<file path="src/design/sorted_key_table_macros.svh">
// Assertion macros used by the sorted key table datapath.
`ifndef SORTED_KEY_TABLE_MACROS_SVH
`define SORTED_KEY_TABLE_MACROS_SVH

// Checks that the consequent holds in the same cycle as the antecedent.
`define SKT_ASSERT_NOW(label, ante, cons) \
	label: assert property (@(posedge clk) disable iff (!arst_n) (ante) |-> (cons)) \
		else $error("sorted key table check failed");

// Checks that the consequent holds in the cycle after the antecedent.
`define SKT_ASSERT_NEXT(label, ante, cons) \
	label: assert property (@(posedge clk) disable iff (!arst_n) (ante) |=> (cons)) \
		else $error("sorted key table check failed");

`endif

</file>
<file path="src/design/skt_pkg.sv">
// Package with types, constants and codes of the sorted key table.
package skt_pkg;

	localparam int DEPTH_DEF = 16;
	localparam int FUNC_W    = 1;
	localparam int KEY_W     = 32;
	localparam int PAYLOAD_W = 32;
	localparam int STATUS_W  = 2;
	localparam int POS_W     = 4;
	localparam int COUNT_W   = 5;

	typedef enum logic [FUNC_W-1:0] {
		FUNC_INSERT = 1'b0,
		FUNC_SEARCH = 1'b1
	} func_t;

	typedef enum logic [STATUS_W-1:0] {
		STATUS_OK   = 2'd0,
		STATUS_FULL = 2'd1,
		STATUS_MISS = 2'd2
	} status_t;

	typedef enum logic [2:0] {
		ST_IDLE,
		ST_DECODE,
		ST_INS_CHK,
		ST_INS_CMP,
		ST_SRCH_CHK,
		ST_SRCH_CMP,
		ST_RESP
	} ctrl_state_t;

	typedef enum logic [3:0] {
		OP_NONE,
		OP_LOAD,
		OP_FULL,
		OP_INS_READ,
		OP_INS_SHIFT,
		OP_INS_PLACE,
		OP_SRCH_READ,
		OP_SRCH_UP,
		OP_SRCH_DOWN,
		OP_FOUND,
		OP_MISS
	} dp_op_t;

	typedef struct packed {
		dp_op_t op;
		logic   emit;
		logic   in_ready;
	} cmd_t;

	typedef struct packed {
		logic is_search;
		logic full;
		logic slot_zero;
		logic range_empty;
		logic key_lt_rd;
		logic key_eq_rd;
		logic out_busy;
	} sts_t;

endpackage

</file>
<file path="src/design/skt_ifs.sv">
// Request and response channel interfaces of the sorted key table.
interface skt_req_if import skt_pkg::*; ();
	logic                        valid;
	logic                        ready;
	logic [FUNC_W-1:0]           func;
	logic signed [KEY_W-1:0]     key;
	logic [PAYLOAD_W-1:0]        payload;

	modport source(output valid, func, key, payload, input ready);
	modport sink(input valid, func, key, payload, output ready);
endinterface

interface skt_rsp_if import skt_pkg::*; ();
	logic                  valid;
	logic                  ready;
	logic [STATUS_W-1:0]   status;
	logic [POS_W-1:0]      position;
	logic [COUNT_W-1:0]    entry_count;

	modport source(output valid, status, position, entry_count, input ready);
	modport sink(input valid, status, position, entry_count, output ready);
endinterface

</file>
<file path="src/design/skt_ram.sv">
// Generic single write port RAM with one registered read port.
module skt_ram #(
	parameter int WIDTH = 64,
	parameter int DEPTH = 16
) (
	input  logic                     clk,
	input  logic                     we,
	input  logic [$clog2(DEPTH)-1:0] waddr,
	input  logic [WIDTH-1:0]         wdata,
	input  logic [$clog2(DEPTH)-1:0] raddr,
	output logic [WIDTH-1:0]         rdata
);

	logic [WIDTH-1:0] mem_q [DEPTH];

	always_ff @(posedge clk) begin
		if (we) begin
			mem_q[waddr] <= wdata;
		end
		rdata <= mem_q[raddr];
	end

endmodule

</file>
<file path="src/design/skt_ctrl.sv">
// Controller state machine that sequences inserts and searches.
module skt_ctrl import skt_pkg::*; (
	input  logic clk,
	input  logic arst_n,
	input  logic req_valid,
	input  sts_t sts,
	output cmd_t cmd
);

	ctrl_state_t state_q, state_d;

	always_ff @(posedge clk or negedge arst_n) begin
		if (!arst_n) begin
			state_q <= ST_IDLE;
		end else begin
			state_q <= state_d;
		end
	end

	always_comb begin
		state_d      = state_q;
		cmd.op       = OP_NONE;
		cmd.emit     = 1'b0;
		cmd.in_ready = 1'b0;
		unique case (state_q)
			ST_IDLE: begin
				cmd.in_ready = 1'b1;
				if (req_valid) begin
					cmd.op  = OP_LOAD;
					state_d = ST_DECODE;
				end
			end
			ST_DECODE: begin
				if (sts.is_search) begin
					state_d = ST_SRCH_CHK;
				end else if (sts.full) begin
					cmd.op  = OP_FULL;
					state_d = ST_RESP;
				end else begin
					state_d = ST_INS_CHK;
				end
			end
			ST_INS_CHK: begin
				if (sts.slot_zero) begin
					cmd.op  = OP_INS_PLACE;
					state_d = ST_RESP;
				end else begin
					cmd.op  = OP_INS_READ;
					state_d = ST_INS_CMP;
				end
			end
			ST_INS_CMP: begin
				if (sts.key_lt_rd) begin
					cmd.op  = OP_INS_SHIFT;
					state_d = ST_INS_CHK;
				end else begin
					cmd.op  = OP_INS_PLACE;
					state_d = ST_RESP;
				end
			end
			ST_SRCH_CHK: begin
				if (sts.range_empty) begin
					cmd.op  = OP_MISS;
					state_d = ST_RESP;
				end else begin
					cmd.op  = OP_SRCH_READ;
					state_d = ST_SRCH_CMP;
				end
			end
			ST_SRCH_CMP: begin
				if (sts.key_eq_rd) begin
					cmd.op  = OP_FOUND;
					state_d = ST_RESP;
				end else if (sts.key_lt_rd) begin
					cmd.op  = OP_SRCH_DOWN;
					state_d = ST_SRCH_CHK;
				end else begin
					cmd.op  = OP_SRCH_UP;
					state_d = ST_SRCH_CHK;
				end
			end
			ST_RESP: begin
				if (!sts.out_busy) begin
					cmd.emit = 1'b1;
					state_d  = ST_IDLE;
				end
			end
			default: begin
				state_d = ST_IDLE;
			end
		endcase
	end

endmodule

</file>
<file path="src/design/skt_dp.sv">
// Datapath with the entry memory, the search bounds and the result register.
`include "sorted_key_table_macros.svh"

module skt_dp import skt_pkg::*; #(
	parameter int DEPTH = DEPTH_DEF
) (
	input  logic                    clk,
	input  logic                    arst_n,
	input  cmd_t                    cmd,
	output sts_t                    sts,
	input  logic [FUNC_W-1:0]       req_func,
	input  logic signed [KEY_W-1:0] req_key,
	input  logic [PAYLOAD_W-1:0]    req_payload,
	input  logic                    rsp_ready,
	output logic                    rsp_valid,
	output logic [STATUS_W-1:0]     rsp_status,
	output logic [POS_W-1:0]        rsp_position,
	output logic [COUNT_W-1:0]      rsp_entry_count
);

	localparam int AW = $clog2(DEPTH);
	localparam int CW = $clog2(DEPTH + 1);
	localparam int EW = KEY_W + PAYLOAD_W;

	logic [FUNC_W-1:0]       func_q;
	logic signed [KEY_W-1:0] key_q;
	logic [PAYLOAD_W-1:0]    payload_q;
	logic [CW-1:0]           count_q;
	logic [CW-1:0]           slot_q;
	logic [CW-1:0]           lo_q;
	logic [CW-1:0]           hi_q;
	status_t                 res_status_q;
	logic [CW-1:0]           res_pos_q;
	logic                    out_valid_q;
	logic [STATUS_W-1:0]     out_status_q;
	logic [POS_W-1:0]        out_pos_q;
	logic [COUNT_W-1:0]      out_count_q;

	logic [CW:0]             mid_sum;
	logic [CW-1:0]           mid;
	logic [CW-1:0]           slot_m1;
	logic                    we;
	logic [AW-1:0]           waddr;
	logic [AW-1:0]           raddr;
	logic [EW-1:0]           wdata;
	logic [EW-1:0]           rdata;
	logic signed [KEY_W-1:0] rd_key;
	logic [CW+POS_W-1:0]     pos_ext;
	logic [CW+COUNT_W-1:0]   count_ext;

	assign mid_sum = {1'b0, lo_q} + {1'b0, hi_q} - {{CW{1'b0}}, 1'b1};
	assign mid     = mid_sum[CW:1];
	assign slot_m1 = slot_q - {{(CW-1){1'b0}}, 1'b1};
	assign rd_key  = $signed(rdata[EW-1:PAYLOAD_W]);

	assign we    = (cmd.op == OP_INS_SHIFT) || (cmd.op == OP_INS_PLACE);
	assign waddr = slot_q[AW-1:0];
	assign wdata = (cmd.op == OP_INS_SHIFT) ? rdata : {key_q, payload_q};
	assign raddr = (cmd.op == OP_INS_READ) ? slot_m1[AW-1:0] : mid[AW-1:0];

	skt_ram #(
		.WIDTH(EW),
		.DEPTH(DEPTH)
	) u_ram (
		.clk  (clk),
		.we   (we),
		.waddr(waddr),
		.wdata(wdata),
		.raddr(raddr),
		.rdata(rdata)
	);

	always_comb begin
		sts.is_search   = (func_q == FUNC_SEARCH);
		sts.full        = (count_q == CW'(DEPTH));
		sts.slot_zero   = (slot_q == '0);
		sts.range_empty = (lo_q == hi_q);
		sts.key_lt_rd   = (key_q < rd_key);
		sts.key_eq_rd   = (key_q == rd_key);
		sts.out_busy    = out_valid_q && !rsp_ready;
	end

	always_ff @(posedge clk) begin
		case (cmd.op)
			OP_LOAD: begin
				func_q    <= req_func;
				key_q     <= req_key;
				payload_q <= req_payload;
				slot_q    <= count_q;
				lo_q      <= '0;
				hi_q      <= count_q;
			end
			OP_INS_SHIFT: begin
				slot_q <= slot_m1;
			end
			OP_INS_PLACE: begin
				res_status_q <= STATUS_OK;
				res_pos_q    <= slot_q;
			end
			OP_FULL, OP_MISS: begin
				res_status_q <= (cmd.op == OP_FULL) ? STATUS_FULL : STATUS_MISS;
				res_pos_q    <= '0;
			end
			OP_FOUND: begin
				res_status_q <= STATUS_OK;
				res_pos_q    <= mid;
			end
			OP_SRCH_UP: begin
				lo_q <= mid + {{(CW-1){1'b0}}, 1'b1};
			end
			OP_SRCH_DOWN: begin
				hi_q <= mid;
			end
			default: begin
			end
		endcase
	end

	always_ff @(posedge clk or negedge arst_n) begin
		if (!arst_n) begin
			count_q <= '0;
		end else if (cmd.op == OP_INS_PLACE) begin
			count_q <= count_q + {{(CW-1){1'b0}}, 1'b1};
		end
	end

	assign pos_ext   = {{POS_W{1'b0}}, res_pos_q};
	assign count_ext = {{COUNT_W{1'b0}}, count_q};

	always_ff @(posedge clk or negedge arst_n) begin
		if (!arst_n) begin
			out_valid_q <= 1'b0;
		end else if (cmd.emit) begin
			out_valid_q <= 1'b1;
		end else if (rsp_ready) begin
			out_valid_q <= 1'b0;
		end
	end

	always_ff @(posedge clk) begin
		if (cmd.emit) begin
			out_status_q <= res_status_q;
			out_pos_q    <= pos_ext[POS_W-1:0];
			out_count_q  <= count_ext[COUNT_W-1:0];
		end
	end

	assign rsp_valid       = out_valid_q;
	assign rsp_status      = out_status_q;
	assign rsp_position    = out_pos_q;
	assign rsp_entry_count = out_count_q;

	`SKT_ASSERT_NOW(a_count_bound, 1'b1, count_q <= CW'(DEPTH))
	`SKT_ASSERT_NEXT(a_place_counts, cmd.op == OP_INS_PLACE, count_q == CW'($past(count_q) + 1'b1))
	`SKT_ASSERT_NOW(a_no_place_full, cmd.op == OP_INS_PLACE, count_q != CW'(DEPTH))
	`SKT_ASSERT_NOW(a_probe_in_range, cmd.op == OP_SRCH_READ, (lo_q < hi_q) && (hi_q <= count_q))
	`SKT_ASSERT_NOW(a_emit_free, cmd.emit, !(out_valid_q && !rsp_ready))

endmodule

</file>
<file path="src/design/sorted_key_table.sv">
// Sorted key table top level: up to DEPTH entries ordered by signed key.
// An insert shifts larger entries up one slot at a time before it places the new entry,
// and it answers with a full status when the table is full.
// A search probes the entries by binary search and answers with a hit or a miss.
// The next item is taken in the cycle after a result is issued, so one item is handled at a time.
// Reset clears count, control and the response valid flag; memory and result data are kept.
module sorted_key_table import skt_pkg::*; #(
	parameter int DEPTH = DEPTH_DEF
) (
	input  logic   clk,
	input  logic   arst_n,
	skt_req_if.sink   req,
	skt_rsp_if.source rsp
);

	cmd_t cmd;
	sts_t sts;

	assign req.ready = cmd.in_ready;

	skt_ctrl u_ctrl (
		.clk      (clk),
		.arst_n   (arst_n),
		.req_valid(req.valid),
		.sts      (sts),
		.cmd      (cmd)
	);

	skt_dp #(
		.DEPTH(DEPTH)
	) u_dp (
		.clk            (clk),
		.arst_n         (arst_n),
		.cmd            (cmd),
		.sts            (sts),
		.req_func       (req.func),
		.req_key        (req.key),
		.req_payload    (req.payload),
		.rsp_ready      (rsp.ready),
		.rsp_valid      (rsp.valid),
		.rsp_status     (rsp.status),
		.rsp_position   (rsp.position),
		.rsp_entry_count(rsp.entry_count)
	);

endmodule
</file>
<file path="src/flat_wrapper.sv">
// flat-port wrapper written by rule: the top's interface ports become plain ports
module sorted_key_table_flat import skt_pkg::*;
#(
	parameter int DEPTH = DEPTH_DEF
)
  (clk, arst_n, req_valid, req_func, req_key, req_payload, req_ready, rsp_valid, rsp_status, rsp_position, rsp_entry_count, rsp_ready);
  skt_req_if req_i ();
  skt_rsp_if rsp_i ();
  input  logic clk;
  input  logic arst_n;
  input wire logic [$bits(req_i.valid)-1:0] req_valid;
  input wire logic [$bits(req_i.func)-1:0] req_func;
  input wire logic [$bits(req_i.key)-1:0] req_key;
  input wire logic [$bits(req_i.payload)-1:0] req_payload;
  output wire logic [$bits(req_i.ready)-1:0] req_ready;
  output wire logic [$bits(rsp_i.valid)-1:0] rsp_valid;
  output wire logic [$bits(rsp_i.status)-1:0] rsp_status;
  output wire logic [$bits(rsp_i.position)-1:0] rsp_position;
  output wire logic [$bits(rsp_i.entry_count)-1:0] rsp_entry_count;
  input wire logic [$bits(rsp_i.ready)-1:0] rsp_ready;
  assign req_i.valid = req_valid;
  assign req_i.func = req_func;
  assign req_i.key = req_key;
  assign req_i.payload = req_payload;
  assign req_ready = req_i.ready;
  assign rsp_valid = rsp_i.valid;
  assign rsp_status = rsp_i.status;
  assign rsp_position = rsp_i.position;
  assign rsp_entry_count = rsp_i.entry_count;
  assign rsp_i.ready = rsp_ready;
  sorted_key_table #(.DEPTH(DEPTH)) u_core (.clk(clk), .arst_n(arst_n), .req(req_i), .rsp(rsp_i));
endmodule
</file>
<file path="config.mk">
export PLATFORM = sky130hd
export DESIGN_NAME = sorted_key_table_flat
export DESIGN_NICKNAME = d
export VERILOG_FILES = /design/src/design/skt_pkg.sv /design/src/design/skt_ifs.sv /design/src/design/skt_ram.sv /design/src/design/skt_ctrl.sv /design/src/design/skt_dp.sv /design/src/design/sorted_key_table.sv /design/src/flat_wrapper.sv
export VERILOG_INCLUDE_DIRS = /design/src /design/src/design
export SDC_FILE = /design/constraint.sdc
export NUM_CORES = 1
export LEC_CHECK = 0
export CAP_MARGIN = 20
export CORE_MARGIN = 2
export CORE_UTILIZATION = 50
export DETAILED_ROUTE_END_ITERATION = 8
export DONT_BUFFER_PORTS = 1
export GPL_TIMING_DRIVEN = 0
export RECOVER_POWER = 100
export REMOVE_ABC_BUFFERS = 1
export SLEW_MARGIN = 40
export SYNTH_ARGS = -nofsm -noshare
export SYNTH_HDL_FRONTEND = slang
export SYNTH_SLANG_ARGS = --single-unit
export TNS_END_PERCENT = 50
</file>
<file path="constraint.sdc">
create_clock -name clk -period 4.9 [get_ports clk]
set_clock_uncertainty 0.15 [all_clocks]
set_input_delay 0.245 -clock clk [delete_from_list [all_inputs] [get_ports clk]]
set_output_delay 0.245 -clock clk [all_outputs]
set_load 0.01 [all_outputs]
</file>
==> flow_metrics.env <==
export IMPL_clkLatencyLatePin_ns=0.59
export IMPL_slowest_delay_ns=0.96
export IMPL_cts_num_sinks=618
export IMPL_cp_required_ns=4.99
export IMPL_synthCells=1502
export IMPL_io_buffers=0
export IMPL_postCtsResizedCells=0
export IMPL_cts_inserted_buffers=66
export IMPL_wire_per_inst_um=22.72
export IMPL_synth_most_common_cell="edfxtp_1"
export IMPL_maxCapViolCount=1
export IMPL_cts_tree="yes"
export IMPL_die_area_sq_um=54120
export IMPL_root_buffer="clkbuf_16"
export IMPL_core_sq_um=51510
export IMPL_rsz0062_at_grt="no"
export IMPL_synth_avg_cell_area_sq_um=17.40
export IMPL_nFillCells=4043
export IMPL_whs_ns=0.1241
export IMPL_hold_buffers=37
export IMPL_ys_seq_elements=618
export IMPL_p_per_area_nw_per_um2=764.4
export IMPL_rows=83
export IMPL_fmaxAchievable_mhz=220.2
export IMPL_syn2layout_area_growth_pct=14.00
export IMPL_async_reset_ff_share_pct=1.456
export IMPL_yosys_area_top_type="edfxtp_1"
export IMPL_hold_viol=0
export IMPL_viasPerCell=5.396
export IMPL_first_iter_violations=1054
export IMPL_status="finished, violations left"
export IMPL_grt_max_degree=36
export IMPL_critPathMaxFanout=13
export IMPL_synth_top_area_share_pct=66.29
export IMPL_crit_path_start_kind="flip-flop"
export IMPL_worst_slew_pin_transition_ns=1.702
export IMPL_ys_warn_count=0
export IMPL_drv_slew=20
export IMPL_place_detailed_hpwl_um=39290
export IMPL_grt_usage_pct=21.26
export IMPL_antenna_left=0
export IMPL_synth_common_cells="577 x edfxtp_1, 483 x mux2i_1, 69 x inv_1, 49 x ha_1, 38 x mux2_1"
export IMPL_drc=0
export IMPL_critPathBufInv=5
export IMPL_fin_crit_sh_pct=92.69
export IMPL_worstSetupPathType="reg2reg"
export IMPL_nNetsFinal=1831
export IMPL_die_w_um=232.6
export IMPL_wl_um=55520
export IMPL_cp_cell_sequence="inv_1, nor2_1, nand3_1, nor3_1, clkbuf_1, clkbuf_1, clkbuf_1, clkbuf_1"
export IMPL_arrival_ns=4.63
export IMPL_relSlewSlack_pct=-13.47
export IMPL_antenna_found_initial=0
export IMPL_finalSetupViolCount=0
export IMPL_post_cts_setup_buffers=0
export IMPL_first_pass_iters=6
export IMPL_grt_ovfl_total=0
export IMPL_synth_edf_count=577
export IMPL_grt_pass1_wl_um=83720
export IMPL_drive_above_1_share_pct=7.941
export IMPL_ys_seq_area_share_pct=69.60
export IMPL_ff2ff_setup_slack_ns=0.36
export IMPL_synthTopCellsByArea="edfxtp_1 66%, mux2i_1 18%, dfxtp_1 2.5%"
export IMPL_clock_path_buffers=3
export IMPL_vias=13189
export IMPL_path_clk_slew_ns=0.06
export IMPL_initial_utilization_pct=50.74
export IMPL_power_static_leakage_nw=11.29
export IMPL_crit_family="simple AND/OR/NAND/NOR gates"
export IMPL_crit_top_cell="clkbuf_1"
export IMPL_die_h_um=232.6
export IMPL_period_needed_ns=4.542
export IMPL_violations="capacitance limit, slew limit"
export IMPL_cpMaxStageDelayCell="nor3_1"
export IMPL_gp_congestion=0.7855
export IMPL_htreeDepth=3
export IMPL_io_pins=82
export IMPL_synth_area_sq_um=26140
export IMPL_p_total_mw=22.78
export IMPL_hold_path_class="in2reg"
export IMPL_end_kind="flip-flop"
export IMPL_grt_pass1_vias=13496
export IMPL_synth_main_ff_cell="edfxtp_1"
export IMPL_vdd_drop_max_mv=0.6797
export IMPL_synth_distinct_cells=51
## final timing paths
path                                                  start                              end  cells past startpoint
worst max register to register     u_core.u_ctrl.state_q[1]  u_core.u_dp.u_ram.mem_q[13][43]                      8
min in group asynchronous                            arst_n           u_core.u_dp.count_q[0]                      2
worst min-delay path                            req_key[13]            u_core.u_dp.key_q[13]                      1
worst min register to register  u_core.u_dp.res_status_q[0]        u_core.u_dp.rsp_status[0]                      0
worst max-delay path               u_core.u_ctrl.state_q[1]  u_core.u_dp.u_ram.mem_q[13][43]                      8
max in group asynchronous                            arst_n            u_core.u_dp.rsp_valid                      2
## stage by stage
step                      std cells  utilization, %  area [sq um]  setup slack, ns  TNS [ns]
after floorplan                1438               -         25450           -6.862   -219.60
after global placement         2118           51.05         26300           -13.50  -2260.56
after detailed placement       2286           54.59         28120           0.6169         0
after CTS                      2442           59.28         30540           0.6071         0
after global routing           2443           57.84         29790           0.1670         0
final                          2444           57.85         29800           0.3581         0
## state kept, by name, indices dropped and copies added (netlist names)
register                     count
u_core.u_dp.key_q               32
u_core.u_dp.res_pos_q            4
u_core.u_dp.count_q              5
u_core.u_dp.lo_q                 5
u_core.u_dp.slot_q               5
u_core.u_dp.rsp_position         4
u_core.u_ctrl.state_q            3
u_core.u_dp.hi_q                 5
u_core.u_dp.u_ram.rdata         32
u_core.u_dp.rsp_entry_count      5
u_core.u_dp.rsp_valid            1
u_core.u_dp.func_q               1
u_core.u_dp.rsp_status           2
u_core.u_dp.res_status_q         2
u_core.u_dp.u_ram.mem_q        512
## power by group
part	internal, mW	total, mW	switching (mW)
clock network	2.77	4.71	1.93
registers	6.62	6.89	0.268
logic	5.27	11.2	5.91
## logic make-up (layout without fill, tap and decap cells)
family / after synthesis / after routing / share of synthesized area [%]
xor gates and xnor gates: 13 / 13 / 0.4356
adders and majority gates: 50 / 50 / 2.422
other: 0 / 1 / 0
muxes: 524 / 524 / 20.31
and+or+nand+nor: 113 / 113 / 2.389
AOI/OAI and AO/OA: 51 / 51 / 1.206
DFF: 618 / 618 / 69.60
buffers and inverters: 133 / 394 / 3.638
## worst reg2reg max path, delay by kind of cell, from the launching register on
kind / cells / cell delay, ns
buffers and inverters: 5 / 1.70
flip-flops: 1 / 0.59
AND/OR/NAND/NOR: 3 / 1.74
## cell type report
class	count	area, sq um	share of cell area [%]
tap	680	850.8	2.855
clock inverter	26	167.7	0.5627
clock buffer	93	1879	6.307
timing repair buffer	206	1420	4.766
inverter	69	260.3	0.8734
multi-input combinational	751	7024	23.57
sequential	618	18190	61.05
antenna	1	2.502	0.008398
## placed cells by master (no fill, tap or decap), drive strengths merged, types with 3 or more instances in the layout
cell	Yosys	layout
inv	69	69
clkbuf	9	219
a21o	3	3
nand4	5	5
xor2	8	8
dlygate4sd3	0	37
a21oi	18	18
a31oi	4	4
nor3	21	21
mux2	40	40
buf	55	42
edfxtp	577	577
nor2	27	27
dfrtp	9	9
nor4	8	8
ha	49	49
nand3	11	11
o21ai	12	12
xnor2	5	5
or2	3	3
mux2i	484	484
a211oi	3	3
nor2b	4	4
nand2b	4	4
nand2	22	22
dfxtp	32	32
clkinv	0	22
a22o	5	5
## per-layer routing
| layer | global-route usage [%] | vias to the layer above | part of all wire [%] |
|---|---|---|---|
| met1 | 29.10 | 6656 | 45 |
| met4 | 7.763 | 0 | 2.6 |
| li1 | - | 6201 | - |
| met3 | 3.100 | 74 | 3.4 |
| met2 | 34.75 | 258 | 49 |
| met5 | 0 | - | 0 |
Note: power is estimated with default switching activity, not from simulation.
